**src/hw/rtl/rlm_pkg.sv**
```systemverilog
// Shared types and constants for the RMS level meter.
package rlm_pkg;

    localparam int SAMPLE_W   = 16;
    localparam int POS_W      = 17;
    localparam int Y_W        = 48;
    localparam int SUM_W      = 48;
    localparam int SQ_W       = 32;
    localparam int LEVEL_W    = 7;
    localparam int FMT_W      = 2;
    localparam int LEN_W      = 16;
    localparam int CFG_IDX_W  = 2;
    localparam int CFG_DATA_W = 16;

    localparam int QUEUE_DEPTH = 2;

    localparam logic [FMT_W-1:0] FMT_UBYTE = 2'd0;
    localparam logic [FMT_W-1:0] FMT_SBYTE = 2'd1;
    localparam logic [FMT_W-1:0] FMT_WORD  = 2'd2;

    localparam logic [CFG_IDX_W-1:0] REG_FORMAT = 2'd0;
    localparam logic [CFG_IDX_W-1:0] REG_WARMUP = 2'd1;
    localparam logic [CFG_IDX_W-1:0] REG_WINDOW = 2'd2;

    localparam logic [LEN_W-1:0] WARMUP_RESET = 16'd2000;
    localparam logic [LEN_W-1:0] WINDOW_RESET = 16'd12000;

    // first trial bit of the root: 2^40
    localparam logic [SUM_W-1:0] SQRT_TOP = SUM_W'(1) << 40;
    localparam int FULL_SCALE_SHIFT = 15;

    typedef struct packed {
        logic [FMT_W-1:0] fmt;
        logic [LEN_W-1:0] warmup;
        logic [LEN_W-1:0] window;
    } t_cfg;

    typedef struct packed {
        logic [SUM_W-1:0] sum;
        logic [LEN_W-1:0] window;
    } t_qentry;

endpackage

```
**src/hw/rtl/rlm_ifs.sv**
```systemverilog
// Valid/ready channel interfaces for sample input, level output and config writes.
interface rlm_in_if;
    logic                          valid;
    logic                          ready;
    logic [rlm_pkg::SAMPLE_W-1:0]  sample_word;
    logic                          restart;
    modport source (output valid, output sample_word, output restart, input ready);
    modport sink   (input valid, input sample_word, input restart, output ready);
endinterface

interface rlm_out_if;
    logic                          valid;
    logic                          ready;
    logic [rlm_pkg::LEVEL_W-1:0]   level_percent;
    modport source (output valid, output level_percent, input ready);
    modport sink   (input valid, input level_percent, output ready);
endinterface

interface rlm_cfg_if;
    logic                           valid;
    logic                           ready;
    logic [rlm_pkg::CFG_IDX_W-1:0]  index;
    logic [rlm_pkg::CFG_DATA_W-1:0] data;
    modport source (output valid, output index, output data, input ready);
    modport sink   (input valid, input index, input data, output ready);
endinterface

```
**src/hw/rtl/rlm_front.sv**
```systemverilog
// Front end: format conversion, DC blocker, squaring and window accumulation.
module rlm_front #(
    parameter int QUEUE_DEPTH = rlm_pkg::QUEUE_DEPTH
) (
    input  logic                              i_clk,
    input  logic                              i_rst_n,
    rlm_in_if.sink                            i_in,
    input  rlm_pkg::t_cfg                     i_cfg,
    input  logic [$clog2(QUEUE_DEPTH+1)-1:0]  i_q_count,
    output logic                              o_push,
    output rlm_pkg::t_qentry                  o_entry
);
    import rlm_pkg::*;

    localparam int CNT_W = $clog2(QUEUE_DEPTH + 1);
    localparam int FB_W  = Y_W + 18;

    // filter and position state
    logic signed [SAMPLE_W-1:0] r_x1, n_x1;
    logic signed [Y_W-1:0]      r_y1, n_y1;
    logic [POS_W-1:0]           r_pos, n_pos;
    logic [SUM_W-1:0]           r_sum, n_sum;

    // stage A: clamped filter output
    logic                       r_a_valid;
    logic signed [SAMPLE_W-1:0] r_a_o, n_a_o;
    logic                       r_a_acc, n_a_acc;
    logic                       r_a_last, n_a_last;
    logic                       r_a_clr;

    // stage B: square
    logic                       r_b_valid;
    logic [SQ_W-1:0]            r_b_sq;
    logic                       r_b_acc;
    logic                       r_b_last;
    logic                       r_b_clr;

    logic                       accept;
    logic [CNT_W:0]             inflight;
    logic signed [SAMPLE_W-1:0] s;
    logic [LEN_W-1:0]           win_eff;
    logic [POS_W-1:0]           pos_eff;
    logic [POS_W-1:0]           last_pos;
    logic signed [SAMPLE_W:0]   diff;
    logic signed [FB_W-1:0]     y1_ext;
    logic signed [FB_W-1:0]     fb_prod;
    logic signed [Y_W-1:0]      y;
    logic signed [SQ_W-1:0]     o_wide;
    logic signed [SQ_W-1:0]     sq_signed;
    logic [SUM_W-1:0]           sum_base;

    // credit: every window end still in flight needs a queue slot
    assign inflight = {1'b0, i_q_count} + (CNT_W+1)'(r_a_valid & r_a_last)
                      + (CNT_W+1)'(r_b_valid & r_b_last);
    assign i_in.ready = inflight < (CNT_W+1)'(QUEUE_DEPTH);
    assign accept     = i_in.valid & i_in.ready;

    always_comb begin
        unique case (i_cfg.fmt)
            FMT_UBYTE: s = {~i_in.sample_word[7], i_in.sample_word[6:0], 8'h00};
            FMT_SBYTE: s = {i_in.sample_word[7:0], 8'h00};
            default:   s = i_in.sample_word;
        endcase
    end

    assign win_eff  = (i_cfg.window == '0) ? LEN_W'(1) : i_cfg.window;
    assign pos_eff  = i_in.restart ? '0 : r_pos;
    assign last_pos = {1'b0, i_cfg.warmup} + {1'b0, win_eff} - POS_W'(1);

    always_comb begin
        n_x1     = r_x1;
        n_y1     = r_y1;
        n_pos    = r_pos;
        diff     = $signed({s[SAMPLE_W-1], s})
                   - (i_in.restart ? '0 : $signed({r_x1[SAMPLE_W-1], r_x1}));
        y1_ext   = i_in.restart ? '0 : FB_W'(r_y1);
        // 65500 = 2^16 - 2^5 - 2^2
        fb_prod  = (y1_ext <<< 16) - (y1_ext <<< 5) - (y1_ext <<< 2);
        y        = fb_prod[Y_W+15:16]
                   + $signed({{(Y_W-SAMPLE_W-17){diff[SAMPLE_W]}}, diff, 16'h0000});
        o_wide   = y[Y_W-1:16];
        n_a_o    = o_wide[SAMPLE_W-1:0];
        if (o_wide > SQ_W'(32767)) begin
            n_a_o = 16'sh7fff;
        end else if (o_wide < -SQ_W'(32768)) begin
            n_a_o = 16'sh8000;
        end
        n_a_acc  = pos_eff >= {1'b0, i_cfg.warmup};
        n_a_last = pos_eff >= last_pos;
        if (accept) begin
            n_x1  = s;
            n_y1  = y;
            n_pos = n_a_last ? '0 : pos_eff + POS_W'(1);
        end
    end

    assign sq_signed = r_a_o * r_a_o;
    assign sum_base  = r_b_clr ? '0 : r_sum;

    always_comb begin
        o_entry.sum    = sum_base + (r_b_acc ? SUM_W'(r_b_sq) : '0);
        o_entry.window = win_eff;
        o_push         = r_b_valid & r_b_last;
        n_sum          = r_sum;
        if (r_b_valid) begin
            n_sum = r_b_last ? '0 : o_entry.sum;
        end
    end

    always_ff @(posedge i_clk) begin
        if (!i_rst_n) begin
            r_x1      <= '0;
            r_y1      <= '0;
            r_pos     <= '0;
            r_sum     <= '0;
            r_a_valid <= 1'b0;
            r_b_valid <= 1'b0;
        end else begin
            r_x1      <= n_x1;
            r_y1      <= n_y1;
            r_pos     <= n_pos;
            r_sum     <= n_sum;
            r_a_valid <= accept;
            r_b_valid <= r_a_valid;
        end
    end

    always_ff @(posedge i_clk) begin
        r_a_o    <= n_a_o;
        r_a_acc  <= n_a_acc;
        r_a_last <= n_a_last;
        r_a_clr  <= i_in.restart;
        r_b_sq   <= SQ_W'(sq_signed);
        r_b_acc  <= r_a_acc;
        r_b_last <= r_a_last;
        r_b_clr  <= r_a_clr;
    end

endmodule

```
**src/hw/rtl/rlm_queue.sv**
```systemverilog
// Small FIFO of finished window sums between front and back end.
module rlm_queue #(
    parameter int QUEUE_DEPTH = rlm_pkg::QUEUE_DEPTH
) (
    input  logic                              i_clk,
    input  logic                              i_rst_n,
    input  logic                              i_push,
    input  rlm_pkg::t_qentry                  i_entry,
    input  logic                              i_pop,
    output logic                              o_valid,
    output rlm_pkg::t_qentry                  o_entry,
    output logic [$clog2(QUEUE_DEPTH+1)-1:0]  o_count
);
    import rlm_pkg::*;

    localparam int PTR_W = $clog2(QUEUE_DEPTH);
    localparam int CNT_W = $clog2(QUEUE_DEPTH + 1);

    t_qentry          r_mem [QUEUE_DEPTH];
    logic [PTR_W-1:0] r_wr_ptr, n_wr_ptr;
    logic [PTR_W-1:0] r_rd_ptr, n_rd_ptr;
    logic [CNT_W-1:0] r_count, n_count;

    assign o_valid = r_count != '0;
    assign o_entry = r_mem[r_rd_ptr];
    assign o_count = r_count;

    always_comb begin
        n_wr_ptr = r_wr_ptr;
        n_rd_ptr = r_rd_ptr;
        n_count  = r_count;
        if (i_push) begin
            n_wr_ptr = (r_wr_ptr == PTR_W'(QUEUE_DEPTH - 1)) ? '0 : r_wr_ptr + PTR_W'(1);
        end
        if (i_pop) begin
            n_rd_ptr = (r_rd_ptr == PTR_W'(QUEUE_DEPTH - 1)) ? '0 : r_rd_ptr + PTR_W'(1);
        end
        if (i_push && !i_pop) begin
            n_count = r_count + CNT_W'(1);
        end else if (i_pop && !i_push) begin
            n_count = r_count - CNT_W'(1);
        end
    end

    always_ff @(posedge i_clk) begin
        if (!i_rst_n) begin
            r_wr_ptr <= '0;
            r_rd_ptr <= '0;
            r_count  <= '0;
        end else begin
            r_wr_ptr <= n_wr_ptr;
            r_rd_ptr <= n_rd_ptr;
            r_count  <= n_count;
        end
    end

    always_ff @(posedge i_clk) begin
        if (i_push) begin
            r_mem[r_wr_ptr] <= i_entry;
        end
    end

    // front-end credit must keep the queue from overflowing
    a_no_overflow: assert property (@(posedge i_clk) disable iff (!i_rst_n)
        i_push && !i_pop |-> r_count != CNT_W'(QUEUE_DEPTH))
        else $error("window sum pushed into full queue");

    a_no_underflow: assert property (@(posedge i_clk) disable iff (!i_rst_n)
        i_pop |-> r_count != '0)
        else $error("pop from empty queue");

endmodule

```
**src/hw/rtl/rlm_back.sv**
```systemverilog
// Back end: mean by restoring division, bitwise square root, percent scaling.
module rlm_back (
    input  logic             i_clk,
    input  logic             i_rst_n,
    input  logic             i_q_valid,
    input  rlm_pkg::t_qentry i_q_entry,
    output logic             o_pop,
    rlm_out_if.source        o_out
);
    import rlm_pkg::*;

    localparam int DIV_CNT_W = $clog2(SUM_W);
    localparam int SCALE_W   = SUM_W + 7;

    typedef enum logic [3:0] {
        S_IDLE = 4'b0001,
        S_DIV  = 4'b0010,
        S_SQRT = 4'b0100,
        S_DONE = 4'b1000
    } t_back_state;

    t_back_state          r_state, n_state;
    logic [SUM_W-1:0]     r_dq, n_dq;     // dividend, then quotient, then sqrt residue
    logic [LEN_W:0]       r_rem, n_rem;
    logic [LEN_W-1:0]     r_div, n_div;
    logic [DIV_CNT_W-1:0] r_cnt, n_cnt;
    logic [SUM_W-1:0]     r_root, n_root;
    logic [SUM_W-1:0]     r_bit, n_bit;
    logic                 r_out_valid, n_out_valid;
    logic [LEVEL_W-1:0]   r_level, n_level;

    logic [LEN_W:0]       rem_sh;
    logic                 q_bit;
    logic [SUM_W-1:0]     trial;
    logic [SCALE_W-1:0]   root_ext;
    logic [SCALE_W-1:0]   scaled;

    assign rem_sh   = {r_rem[LEN_W-1:0], r_dq[SUM_W-1]};
    assign q_bit    = rem_sh >= {1'b0, r_div};
    assign trial    = r_root + r_bit;
    assign root_ext = SCALE_W'(r_root);
    // r * 100 = r * (64 + 32 + 4)
    assign scaled   = (root_ext << 6) + (root_ext << 5) + (root_ext << 2);

    assign o_out.valid         = r_out_valid;
    assign o_out.level_percent = r_level;

    always_comb begin
        n_state     = r_state;
        n_dq        = r_dq;
        n_rem       = r_rem;
        n_div       = r_div;
        n_cnt       = r_cnt;
        n_root      = r_root;
        n_bit       = r_bit;
        n_level     = r_level;
        n_out_valid = r_out_valid & ~o_out.ready;
        o_pop       = 1'b0;
        unique case (r_state)
            S_IDLE: begin
                if (i_q_valid) begin
                    o_pop   = 1'b1;
                    n_dq    = i_q_entry.sum;
                    n_div   = i_q_entry.window;
                    n_rem   = '0;
                    n_cnt   = '0;
                    n_state = S_DIV;
                end
            end
            S_DIV: begin
                n_rem = q_bit ? rem_sh - {1'b0, r_div} : rem_sh;
                n_dq  = {r_dq[SUM_W-2:0], q_bit};
                n_cnt = r_cnt + DIV_CNT_W'(1);
                if (r_cnt == DIV_CNT_W'(SUM_W - 1)) begin
                    n_root  = '0;
                    n_bit   = SQRT_TOP;
                    n_state = S_SQRT;
                end
            end
            S_SQRT: begin
                if (r_dq >= trial) begin
                    n_dq   = r_dq - trial;
                    n_root = (r_root >> 1) + r_bit;
                end else begin
                    n_root = r_root >> 1;
                end
                n_bit = r_bit >> 2;
                if (r_bit[0]) begin
                    n_state = S_DONE;
                end
            end
            S_DONE: begin
                if (!r_out_valid || o_out.ready) begin
                    n_out_valid = 1'b1;
                    n_level     = scaled[FULL_SCALE_SHIFT +: LEVEL_W];
                    n_state     = S_IDLE;
                end
            end
            default: begin
                n_state = S_IDLE;
            end
        endcase
    end

    always_ff @(posedge i_clk) begin
        if (!i_rst_n) begin
            r_state     <= S_IDLE;
            r_out_valid <= 1'b0;
        end else begin
            r_state     <= n_state;
            r_out_valid <= n_out_valid;
        end
    end

    always_ff @(posedge i_clk) begin
        r_dq    <= n_dq;
        r_rem   <= n_rem;
        r_div   <= n_div;
        r_cnt   <= n_cnt;
        r_root  <= n_root;
        r_bit   <= n_bit;
        r_level <= n_level;
    end

    // division must leave a proper remainder behind
    a_rem_below_div: assert property (@(posedge i_clk) disable iff (!i_rst_n)
        r_state == S_SQRT |-> r_rem < {1'b0, r_div})
        else $error("division remainder not below divisor");

    // a waiting level holds until it is taken
    a_level_stable: assert property (@(posedge i_clk) disable iff (!i_rst_n)
        r_out_valid && !o_out.ready |=> r_out_valid && $stable(r_level))
        else $error("level changed while waiting");

    a_pop_only_idle: assert property (@(posedge i_clk) disable iff (!i_rst_n)
        o_pop |=> r_state == S_DIV && r_cnt == '0)
        else $error("popped entry did not start a division");

endmodule

```
**src/hw/rtl/rms_level_meter_dc_blocked_core.sv**
```systemverilog
// RMS level meter core: config registers, front end, window queue and back end.
//
// Samples are taken at one per clock unless the queue credit stalls them. Each
// sample is converted per the format register, run through a one-pole DC
// blocker and clamped to 16 bits; after the warm-up count its square is added
// into the window sum. The window's last sample pushes the sum into a
// QUEUE_DEPTH-entry queue and the next sample may follow at once. The back end
// turns each sum into a level, one quotient bit per cycle and then one root bit
// per cycle, so the input stalls only when queued and in-flight window sums
// would fill the queue. Config writes are always ready and take effect in the
// next cycle.
module rms_level_meter_dc_blocked_core #(
    parameter int QUEUE_DEPTH = rlm_pkg::QUEUE_DEPTH
) (
    input  logic       i_clk,
    input  logic       i_rst_n,
    rlm_in_if.sink     i_in,
    rlm_out_if.source  o_out,
    rlm_cfg_if.sink    i_cfg
);
    import rlm_pkg::*;

    localparam int CNT_W = $clog2(QUEUE_DEPTH + 1);

    t_cfg             r_cfg;
    logic             push;
    logic             pop;
    logic             q_valid;
    t_qentry          push_entry;
    t_qentry          q_entry;
    logic [CNT_W-1:0] q_count;

    assign i_cfg.ready = 1'b1;

    always_ff @(posedge i_clk) begin
        if (!i_rst_n) begin
            r_cfg.fmt    <= FMT_UBYTE;
            r_cfg.warmup <= WARMUP_RESET;
            r_cfg.window <= WINDOW_RESET;
        end else if (i_cfg.valid) begin
            unique case (i_cfg.index)
                REG_FORMAT: r_cfg.fmt    <= i_cfg.data[FMT_W-1:0];
                REG_WARMUP: r_cfg.warmup <= i_cfg.data[LEN_W-1:0];
                REG_WINDOW: r_cfg.window <= i_cfg.data[LEN_W-1:0];
                default:    ;
            endcase
        end
    end

    rlm_front #(
        .QUEUE_DEPTH (QUEUE_DEPTH)
    ) u_front (
        .i_clk     (i_clk),
        .i_rst_n   (i_rst_n),
        .i_in      (i_in),
        .i_cfg     (r_cfg),
        .i_q_count (q_count),
        .o_push    (push),
        .o_entry   (push_entry)
    );

    rlm_queue #(
        .QUEUE_DEPTH (QUEUE_DEPTH)
    ) u_queue (
        .i_clk   (i_clk),
        .i_rst_n (i_rst_n),
        .i_push  (push),
        .i_entry (push_entry),
        .i_pop   (pop),
        .o_valid (q_valid),
        .o_entry (q_entry),
        .o_count (q_count)
    );

    rlm_back u_back (
        .i_clk     (i_clk),
        .i_rst_n   (i_rst_n),
        .i_q_valid (q_valid),
        .i_q_entry (q_entry),
        .o_pop     (pop),
        .o_out     (o_out)
    );

endmodule

```
**src/flat_wrapper.sv**
```systemverilog
// flat-port wrapper written by rule: the top's interface ports become plain ports
module rms_level_meter_dc_blocked_core_flat import rlm_pkg::*;
#(
    parameter int QUEUE_DEPTH = rlm_pkg::QUEUE_DEPTH
)
  (i_clk, i_rst_n, i_in_valid, i_in_sample_word, i_in_restart, i_in_ready, o_out_valid, o_out_level_percent, o_out_ready, i_cfg_valid, i_cfg_index, i_cfg_data, i_cfg_ready);
  rlm_in_if i_in_i ();
  rlm_out_if o_out_i ();
  rlm_cfg_if i_cfg_i ();
  input  logic i_clk;
  input  logic i_rst_n;
  input wire logic [$bits(i_in_i.valid)-1:0] i_in_valid;
  input wire logic [$bits(i_in_i.sample_word)-1:0] i_in_sample_word;
  input wire logic [$bits(i_in_i.restart)-1:0] i_in_restart;
  output wire logic [$bits(i_in_i.ready)-1:0] i_in_ready;
  output wire logic [$bits(o_out_i.valid)-1:0] o_out_valid;
  output wire logic [$bits(o_out_i.level_percent)-1:0] o_out_level_percent;
  input wire logic [$bits(o_out_i.ready)-1:0] o_out_ready;
  input wire logic [$bits(i_cfg_i.valid)-1:0] i_cfg_valid;
  input wire logic [$bits(i_cfg_i.index)-1:0] i_cfg_index;
  input wire logic [$bits(i_cfg_i.data)-1:0] i_cfg_data;
  output wire logic [$bits(i_cfg_i.ready)-1:0] i_cfg_ready;
  assign i_in_i.valid = i_in_valid;
  assign i_in_i.sample_word = i_in_sample_word;
  assign i_in_i.restart = i_in_restart;
  assign i_in_ready = i_in_i.ready;
  assign o_out_valid = o_out_i.valid;
  assign o_out_level_percent = o_out_i.level_percent;
  assign o_out_i.ready = o_out_ready;
  assign i_cfg_i.valid = i_cfg_valid;
  assign i_cfg_i.index = i_cfg_index;
  assign i_cfg_i.data = i_cfg_data;
  assign i_cfg_ready = i_cfg_i.ready;
  rms_level_meter_dc_blocked_core #(.QUEUE_DEPTH(QUEUE_DEPTH)) u_core (.i_clk(i_clk), .i_rst_n(i_rst_n), .i_in(i_in_i), .o_out(o_out_i), .i_cfg(i_cfg_i));
endmodule
```
**config.mk**
```make
export PLATFORM = sky130hd
export DESIGN_NAME = rms_level_meter_dc_blocked_core_flat
export DESIGN_NICKNAME = d
export VERILOG_FILES = /design/src/hw/rtl/rlm_pkg.sv /design/src/hw/rtl/rlm_ifs.sv /design/src/hw/rtl/rlm_front.sv /design/src/hw/rtl/rlm_queue.sv /design/src/hw/rtl/rlm_back.sv /design/src/hw/rtl/rms_level_meter_dc_blocked_core.sv /design/src/flat_wrapper.sv
export SDC_FILE = /design/constraint.sdc
export NUM_CORES = 2
export LEC_CHECK = 0
export BUFFER_PORTS_ARGS = -buffer_cell sky130_fd_sc_hd__buf_2
export CAP_MARGIN = 0
export CORE_MARGIN = 2
export CORE_UTILIZATION = 60
export CTS_BUF_LIST = sky130_fd_sc_hd__clkbuf_8
export DETAILED_ROUTE_END_ITERATION = 8
export PLACE_DENSITY_LB_ADDON = 0.08
export REMOVE_ABC_BUFFERS = 1
export SETUP_SLACK_MARGIN = 0.4
export SKIP_CTS_REPAIR_TIMING = 1
export SLEW_MARGIN = 20
export SYNTH_ARGS = -nofsm -noshare
export SYNTH_HDL_FRONTEND = slang
export SYNTH_SLANG_ARGS = --single-unit
```
**constraint.sdc**
```tcl
create_clock -name i_clk -period 8.4 [get_ports i_clk]
set_input_delay 0.42 -clock i_clk [delete_from_list [all_inputs] [get_ports i_clk]]
set_output_delay 0.42 -clock i_clk [all_outputs]
set_load 0.05 [all_outputs]
```
==> run summary <==
first-pass GRT wire length = 176600 µm
nature of the critical path startpoint = register
Synth Area in Compound Gates = 16.44%
TritonCTS buffer count = 89
Final period util = 88.16%
Area contributors post-synth = edfxtp_1 (19%), fa_1 (12%), ha_1 (12%), dfxtp_1 (9.9%), nand2_1 (4.2%)
core area = 75820 µm²
# IOs = 50
relative slew slack = 31.09%
Yosys warnings = 0
Synth Flop Type = edfxtp_1
RSZ-0062 raised after global routing = no
Layout area overhead = 6.661%
fillers = 6341
worst path arrival time = 7.96 ns
Critical Path RT = 8.95 ns
Tot GR Track Use = 27.66%
failing checks = negative hold slack
mux contribution to synthesized area = 1.981%
initial core utilization = 60.57%
Hold Path Sink = u_core.r_cfg[9]$_SDFFE_PN1P_
Synth Area in XOR/XNOR = 6.843%
largest net degree at the start of global routing = 86
final wirelength = 109200 µm
CP max stage cell = o31ai_4
Die X = 280.7 µm
register area = 13280 µm²
Yosys cell types = 102
most frequent CP cell = o21ai_0
Worst setup EP type = register
multi-input logic area = 30050 µm²
Simple-Gate Fraction of Synth Area = 15.75%
class of the worst hold path = primary input to register
num rows = 101
Max Freq = 0.1350 GHz
Seq cells post-synth = 518
WS Path Type = register to register
Max-Cap Viols = 0
Seq/Total Area, Yosys = 28.90%
Final setup violation count = 0
drt wl/cell = 17.84 µm
r2r endpoint = u_core.u_front.r_a_o[2]$_SDFF_PN1_
outcome = finished, violations left
Total Neg Setup Slack = 0 ns
share of the synthesized area in the top cell type = 18.96%
maximum level of the CTS H-tree = 3
Detailed Route Iter0 Violations = 2581
first drt pass iteration count = 7
max incr delay on CP = 0.71 ns
adder-cell share of the synthesized area = 24.26%
Tmin final = 7.405 ns
Fin Clk Skew = 0.06461 ns
CTS Buffer Depth = 3
Final nets = 5824
Post-Syn Area = 45930 µm²
fraction of layout cells with a size suffix above 1 = 6.207%
most frequent cells in the layout = inv_1 (529), nand2_1 (513), ha_1 (433)
CTS clk-pin slew, worst paths = 0.07 ns
Antenna Nets Post-Route = 0
die height = 280.7 µm
asr flop ratio synth = 0%
GPL Wtd Cong = 0.9769
commonest non-fill, non-tap cell in the layout = inv_1
number of port buffers = 48
final hold violations = 2
initial antenna violation count = 3
Num Clock Sinks = 518
worst slew pin tran = 1.031 ns
largest family of logic cells by synthesized area = adder cells
DRC = 0
vias per cell = 5.842
CP Max Fanout = 15
Max Slew Vio Count = 0
Post-synth EDFFs = 290
vias in the first global route = 34430
R2R cell count = 26
leading area contributor after synthesis = edfxtp_1
FF-to-FF setup slack = 0.99 ns
Die Area = 78780 µm²
hold_sp = i_cfg_data[9]
syn_area_per_cell = 9.061 µm²
worst hold slack = -0.003478 ns
DP Wirelength = 83040 µm
Post-Synthesis Cells = 5069
via count = 35740
hold depth = 3
clock tree from TritonCTS = built
r2r startpoint = u_core.u_front.r_y1[26]$_SDFFE_PN0P_
Root Buffer = clkbuf_8
Clock Latency Late Sink = 0.72 ns
gr ovfl total = 0
-- synth_stat cells, drive strengths merged, types with 151 or more instances --
library cell and n:
xnor2 207, nand2 514, edfxtp 290, o21ai 222, ha 433, clkbuf 164, fa 286, dfxtp 228
nor2 387, a21oi 353, inv 502, xor2 151
-- critical path, delay by kind of cell (launching register included) --
| family | cells | cell delay [ns] |
|---|---|---|
| AO/OA/AOI/OAI | 10 | 2.92 |
| AND/OR/NAND/NOR | 10 | 2.20 |
| adder cells (fa/ha/maj) | 3 | 1.24 |
| flip-flops | 1 | 0.43 |
| buffers and inverters | 2 | 0.25 |
| XOR/XNOR | 1 | 0.19 |
-- how the worst max path moves through the flow --
stage | start | endpoint | depth (start not counted)
6_report | u_core.u_front.r_y1[26]$_SDFFE_PN0P_ | u_core.u_front.r_a_o[2]$_SDFF_PN1_ | 26
2_1_floorplan | u_core.u_back.r_state[3]$_SDFFE_PN0P_ | u_core.u_back.r_bit[0]$_SDFFCE_PN0P_ | 3
3_3_place_gp | i_in_restart | u_core.u_front.r_a_o[0]$_SDFF_PN1_ | 29
4_1_cts | u_core.u_front.r_a_o[8]$_SDFF_PN1_ | u_core.u_front.r_b_sq[30]$_DFF_P_ | 23
5_1_grt | u_core.r_cfg[33]$_SDFFE_PN0P_ | u_core.u_front.r_a_o[0]$_SDFF_PN1_ | 25
3_5_place_dp | i_in_restart | u_core.u_front.r_a_o[2]$_SDFF_PN1_ | 29
-- sequential cells by signal, summed over array words and instances (netlist names), 2 cells and up, named ones only --
signal                             cells
u_core.u_back.r_dq                    48
u_core.u_queue.r_mem                 128
u_core.r_cfg                          34
u_core.u_back.o_out.level_percent      7
u_core.u_front.r_a_o                  16
u_core.u_back.r_root                  48
u_core.u_front.r_x1                   16
u_core.u_back.r_cnt                    6
u_core.u_queue.o_count                 2
u_core.u_front.r_pos                  17
u_core.u_back.r_rem                   16
u_core.u_back.r_state                  4
u_core.u_front.r_y1                   48
u_core.u_front.r_b_sq                 31
u_core.u_back.r_bit                   21
u_core.u_back.r_div                   16
u_core.u_front.r_sum                  48
-- layout make-up --
class | count | area share [%]
repair buffers | 97 | 1.359
multi-input cells | 3854 | 61.34
well taps | 978 | 2.498
diodes | 1 | 0.005108
inverters | 505 | 3.875
flip-flops and latches | 518 | 27.10
clock inverters | 64 | 0.9859
clock buffers | 101 | 2.838
-- per-stage QoR --
stage	hold slack (ns)	setup slack (ns)	util (%)	instance area, µm²	std cells
2_1_floorplan	0.3096	1.199	-	45150	4877
4_1_cts	-0.06997	1.112	64.43	48850	6104
3_5_place_dp	0.3120	0.7684	61.96	46980	5939
3_3_place_gp	0.3126	0.8769	61.96	46980	5939
6_report	-0.003478	0.9948	64.61	48990	6118
5_1_grt	0.002489	0.5409	64.61	48990	6118
-- per-layer routing --
layer	vias to the layer above	part of all wire (%)	track usage [%]
li1	17610	-	-
met1	16990	46	38.00
met2	915	45	44.60
met3	232	5.1	4.182
met4	4	3.5	9.708
met5	-	0.026	0
-- logic make-up (layout without fill, tap and decap cells) --
| group | count (synthesis) | in the layout |
|---|---|---|
| AND/OR/NAND/NOR | 1530 | 1530 |
| AO/OA/AOI/OAI | 1158 | 1158 |
| adder cells (fa/ha/maj) | 719 | 719 |
| buffers and inverters | 697 | 767 |
| flip-flops | 518 | 518 |
| XOR/XNOR | 358 | 358 |
| multiplexers | 88 | 88 |
| other | 1 | 2 |
Power is not shown: default switching activity piles up to over one toggle a cycle in this logic, so the estimate is an artifact.
